## config.mk

```make
export PLATFORM = sky130hd
export DESIGN_NAME = deq_ctrl
export DESIGN_NICKNAME = d
export VERILOG_FILES = /design/src/hdl/deq_pkg.sv /design/src/hdl/deq_ctrl.sv
export SDC_FILE = /design/constraint.sdc
export NUM_CORES = 1
export LEC_CHECK = 0
export BUFFER_PORTS_ARGS = -buffer_cell sky130_fd_sc_hd__buf_2
export CAP_MARGIN = 20
export CORE_MARGIN = 2
export CORE_UTILIZATION = 45
export CTS_BUF_LIST = sky130_fd_sc_hd__clkbuf_4
export DETAILED_ROUTE_END_ITERATION = 16
export PLACE_DENSITY = 0.86
export RECOVER_POWER = 25
export SLEW_MARGIN = 15
export SYNTH_ARGS = -nofsm -noshare
export SYNTH_HDL_FRONTEND = slang
export SYNTH_SLANG_ARGS = --single-unit
```

## constraint.sdc

```tcl
create_clock -name clk -period 3.9 [get_ports clk]
set_clock_uncertainty 0.15 [all_clocks]
set_input_delay 0.39 -clock clk [delete_from_list [all_inputs] [get_ports clk]]
set_output_delay 0.39 -clock clk [all_outputs]
set_load 0.1 [all_outputs]
```

## src/hdl/deq_pkg.sv

```systemverilog
// Shared types, codes and sizes for the double-ended queue.
package deq_pkg;

  localparam int CAPACITY     = 256;
  localparam int IDX_W        = (CAPACITY > 2) ? $clog2(CAPACITY) : 1;
  localparam int CNT_W        = $clog2(CAPACITY + 1);
  localparam int WORD_W       = 32;
  localparam int ITEM_COUNT_W = 9;

  typedef logic [2:0]               action_t;
  typedef logic [1:0]               status_t;
  typedef logic signed [WORD_W-1:0] word_t;
  typedef logic [IDX_W-1:0]         idx_t;
  typedef logic [CNT_W-1:0]         cnt_t;
  typedef logic [ITEM_COUNT_W-1:0]  item_count_t;

  localparam action_t ACT_PUSH_FRONT = 3'd0;
  localparam action_t ACT_PUSH_BACK  = 3'd1;
  localparam action_t ACT_POP_FRONT  = 3'd2;
  localparam action_t ACT_POP_BACK   = 3'd3;
  localparam action_t ACT_PEEK_FRONT = 3'd4;
  localparam action_t ACT_PEEK_BACK  = 3'd5;

  localparam status_t ST_OK    = 2'd0;
  localparam status_t ST_EMPTY = 2'd1;
  localparam status_t ST_FULL  = 2'd2;

  localparam word_t WORD_EMPTY = '1;

  typedef struct packed {
    logic  we;
    logic  re;
    idx_t  addr;
    word_t wdata;
  } mem_req_t;

  typedef struct packed {
    logic    use_mem;
    word_t   value;
    cnt_t    count;
    status_t status;
  } result_meta_t;

endpackage

```

## src/hdl/deq_ctrl.sv

```systemverilog
// Front index and count registers, action decode and store addressing.
module deq_ctrl (
  input  logic                  clk,
  input  logic                  rst_n,
  input  logic                  accept,
  input  deq_pkg::action_t      action,
  input  deq_pkg::word_t        value_in,
  output deq_pkg::mem_req_t     mem_req,
  output deq_pkg::result_meta_t meta
);
  import deq_pkg::*;

  localparam int SUM_W = CNT_W + 1;

  idx_t               front_r, front_nxt;
  cnt_t               count_r, count_nxt;
  logic               full, empty;
  idx_t               front_dec, front_inc, tail_pos, back_pos;
  logic [SUM_W-1:0]   tail_sum, back_sum;
  mem_req_t           req;
  result_meta_t       res;

  assign full  = (count_r == CNT_W'(CAPACITY));
  assign empty = (count_r == '0);

  assign front_dec = (front_r == '0) ? IDX_W'(CAPACITY - 1) : front_r - 1'b1;
  assign front_inc = (front_r == IDX_W'(CAPACITY - 1)) ? '0 : front_r + 1'b1;

  assign tail_sum = SUM_W'(front_r) + SUM_W'(count_r);
  assign back_sum = tail_sum - 1'b1;
  assign tail_pos = (tail_sum >= SUM_W'(CAPACITY)) ?
                    IDX_W'(tail_sum - SUM_W'(CAPACITY)) : IDX_W'(tail_sum);
  assign back_pos = (back_sum >= SUM_W'(CAPACITY)) ?
                    IDX_W'(back_sum - SUM_W'(CAPACITY)) : IDX_W'(back_sum);

  always_comb begin
    front_nxt   = front_r;
    count_nxt   = count_r;
    req.we      = 1'b0;
    req.re      = 1'b0;
    req.addr    = front_r;
    req.wdata   = value_in;
    res.use_mem = 1'b0;
    res.value   = '0;
    res.status  = ST_OK;
    unique case (action) inside
      ACT_PUSH_FRONT: begin
        if (full) begin
          res.status = ST_FULL;
        end else begin
          front_nxt = front_dec;
          count_nxt = count_r + 1'b1;
          req.we    = accept;
          req.addr  = front_dec;
        end
      end
      ACT_PUSH_BACK: begin
        if (full) begin
          res.status = ST_FULL;
        end else begin
          count_nxt = count_r + 1'b1;
          req.we    = accept;
          req.addr  = tail_pos;
        end
      end
      ACT_POP_FRONT, ACT_PEEK_FRONT: begin
        if (empty) begin
          res.value  = WORD_EMPTY;
          res.status = ST_EMPTY;
        end else begin
          res.use_mem = 1'b1;
          req.re      = accept;
          req.addr    = front_r;
          if (action == ACT_POP_FRONT) begin
            front_nxt = front_inc;
            count_nxt = count_r - 1'b1;
          end
        end
      end
      ACT_POP_BACK, ACT_PEEK_BACK: begin
        if (empty) begin
          res.value  = WORD_EMPTY;
          res.status = ST_EMPTY;
        end else begin
          res.use_mem = 1'b1;
          req.re      = accept;
          req.addr    = back_pos;
          if (action == ACT_POP_BACK) begin
            count_nxt = count_r - 1'b1;
          end
        end
      end
      default: begin
      end
    endcase
    res.count = count_nxt;
  end

  always_ff @(posedge clk) begin
    if (!rst_n) begin
      front_r <= '0;
      count_r <= '0;
    end else if (accept) begin
      front_r <= front_nxt;
      count_r <= count_nxt;
    end
  end

  assign mem_req = req;
  assign meta    = res;

endmodule

```

==> metrics.md <==
| Metric | Value |
|---|---|
| Htree depth | `1` |
| Detailed-route DRC error count | `0` |
| Worst path required time | `roughly 3400 ps` |
| Synth top area share | `0.159` |
| Clock Root Buffer | `clkbuf_4` |
| Starting Density | `0.466` |
| Setup violators final | `0` |
| Antenna viol nets, final | `0` |
| Status | `finished clean` |
| Final Cell Area | `0.00287 mm^2` |
| Clk slew on worst S/H paths | `120 ps` |
| Grt ovf | `0` |
| Port bufs | `59` |
| Filler cell count in the final layout | `roughly 640` |
| Netlist cell types | `69` |
| Post-Syn Nets | `between 400 and 500` |
| GRT Util Overall | `0.213` |
| WHS Path Cells | `3` |
| Critical setup path kind | `register to output pin` |
| Dpl ws | `323 ps` |
| Final min period | `3710 ps` |
| Total Wirelength | `8190 um` |
| Hold Path Class | `input pin to register` |
| Synth async-reset ratio | `0` |
| Cell accounting for the most synthesized area | `buf_4` |
| Fin crit share | `0.952` |
| CTS tree | `built` |
| Antenna cells | `0` |
| Least-Margin Pin Slew | `1120 ps` |
| Initial antenna violation count | `0` |
| TritonRoute pass-1 iters | `5` |
| CTS Hold Buffers Added | `0` |
| Worst EP arrival | `3170 ps` |
| Height of the die | `85.4 um` |
| CTS Sinks | `17` |
| Detail Placement HPWL | `6220 um` |
| Synth Cell Area | `0.00298 mm^2` |
| Syn. warnings | `0` |
| Share of cells above drive strength 1 | `0.205` |
| Crit-path cells | `inv_1 > ha_1 > nand4bb_1 > nor2_1 > or4_1 > o211a_1 > a221oi_1 > o21ai_1 > buf_2` |
| CP top delay family | `simple AND/OR/NAND/NOR gates` |
| FP Rows | `29` |
| Vias in the first global route | `2798` |
| Post-synth EDFFs | `0` |
| Clk buf depth | `2` |
| Pin count of the biggest net entering global routing | `33` |
| Yosys reg bits | `17` |
| CTS buffer count | `3` |
| Reg2reg path depth | `7` |
| Initial DRC count | `462` |
| Gpl congestion | `about 0.98` |
| # IOs | `124` |
| Nets | `463` |
| FF-to-FF Start | `count_r[1]$_SDFFE_PN0P_` |
| Register area | `342 um^2` |
| Hold Startpoint | `rst_n` |
| Syn Inst Count | `430` |
| Layout Utilization | `0.450` |
| Final WS setup | `186 ps` |
| CP max stage cell | `or4_1` |
| Area after DPL | `between 0.002 and 0.003 mm^2` |
| FF-to-FF End | `front_r[6]$_SDFFE_PN0P_` |
| Worst-path fanout max | `10` |
| Die area | `0.00729 mm^2` |
| Chip width | `85.4 um` |
| CP bufs+invs | `2` |
| Commonest cells post-synth | `buf_4, nor2_1, nand2_1` |
| Hold Slack | `254 ps` |
| P_leak | `1.32 nW` |
| R2R setup slack | `1000 ps` |
| CP peak stage delay | `620 ps` |
| Post-synthesis sequential area ratio | `0.114` |
| Max-slew headroom | `0.250` |
| Core ar. | `around 0.0064 mm^2` |
| Final Hold Fails | `0` |
| Maxcap violations | `0` |
| Top_reg_cell synth | `dfxtp_1` |
| Crit end category | `output pin` |
| Multi-input logic area | `0.00202 mm^2` |
| Inst Count DP | `483` |
| Non-Filler Instances | `487` |
| Worst Hold End | `count_r[7]$_SDFFE_PN0P_` |
| Worst setup startpoint | `count_r[1]$_SDFFE_PN0P_` |
| Pwr dens | `615 mW/mm^2` |
| Routed WL per cell | `16.8 um` |
| Clk Latency, worst-skew pair | `approximately 290 ps` |
| Most frequent cell after synthesis | `buf_4` |
| Fin. max-slew vios | `0` |
| Area contributors post-synth | `buf_4, dfxtp_1, ha_1` |
| Mean post-synth cell area | `6.93 um^2` |
| DR vias/cell | `6.37` |
| Fmax | `0.269 GHz` |
| Layout area overhead | `-3.57%` |
| Critical Path Start Type | `register` |
| Vias | `slightly above 3000` |
| First-pass GRT wire length | `13100 um` |
| Peak VDD IR | `0.680 mV` |
## metal layers
layer / track usage / wire (um)
met5: 0 / 0
met3: 0.0126 / 772
met2: 0.337 / 3710
met4: 0.0837 / 245
met1: 0.302 / 3470
## per-stage QoR
stage	power [mW]	TNS, ps
finish	1.77	0
global route	1.83	-14.1
CTS	1.75	0
detailed placement	1.64	0
global placement	1.63	0
floorplan	1.70	0
## cell usage in the layout, fill, tap and decap left out, types with 3 or more instances in the layout
master	Yosys	routed
xor2_1	10	10
ha_1	13	13
or2_2	5	5
a21o_1	4	4
buf_2	5	58
a31oi_1	11	11
nor2_1	40	39
nor2b_1	4	4
inv_1	13	13
nand2_1	38	38
nand3_1	9	9
nand4_1	5	5
clkbuf_4	0	4
o211ai_1	9	9
dfxtp_1	17	16
nand2b_1	6	6
nor4_1	6	5
and3_1	8	8
xnor2_1	10	9
or4_1	4	4
a41oi_1	3	3
a211oi_1	8	8
o21ai_0	27	25
mux2i_1	5	5
buf_4	63	5
or3_1	7	7
a21oi_1	24	24
nor3_1	8	8
## kinds of logic (layout without fill, tap and decap cells)
group / after synthesis / in the layout / synth area share
flip-flops: 17 / 17 / 0.114
AO/OA/AOI/OAI: 117 / 117 / 0.263
XOR/XNOR: 20 / 20 / 0.0588
buffers and inverters: 101 / 81 / 0.214
AND/OR/NAND/NOR: 155 / 155 / 0.268
adder cells (fa/ha/maj): 14 / 14 / 0.0613
multiplexers: 6 / 6 / 0.0206
## state kept, by name (all words and copies together), names as in the netlist
signal / flops
count_r: 9
front_r: 8
## area by class of cell
| cell class | count | area share |
|---|---|---|
| Clock buffer | 3 | 0.00784 |
| Clock inverter | 1 | 0.00174 |
| Inverter | 13 | 0.0170 |
| Multi-Input combinational cell | 312 | 0.704 |
| Sequential cell | 17 | 0.119 |
| Tap cell | 77 | 0.0335 |
| Timing Repair Buffer | 64 | 0.117 |
## repair_timing
action,CTS,global route
endpoints found under the setup margin,1,4
buffers inserted,0,0
gates resized for setup,1,3
## power by group
| part | switching (mW) | total, mW | internal [mW] |
|---|---|---|---|
| Clock | 0.0648 | 0.103 | 0.0381 |
| Sequential | 0.0299 | 0.217 | 0.187 |
| Combinational | 1.19 | 1.45 | 0.261 |
## how the worst max path moves through the flow
stage	endpoint	slack [ps]	depth (start not counted)
after global routing	mem_req[39]	-10	10
after CTS	mem_req[37]	70	10
final	mem_req[38]	190	9
after floorplan	mem_req[36]	70	8
after global placement	mem_req[39]	450	10
after detailed placement	mem_req[39]	320	10
## tightest hold or removal path: cells and delay by family
| family | cells | cell delay [ps] |
|---|---|---|
| and+or+nand+nor | 1 | 70 |
| buffers and inverters | 1 | 150 |
| AOI/OAI and AO/OA | 1 | 50 |
Note: power is estimated with default switching activity, not from simulation.
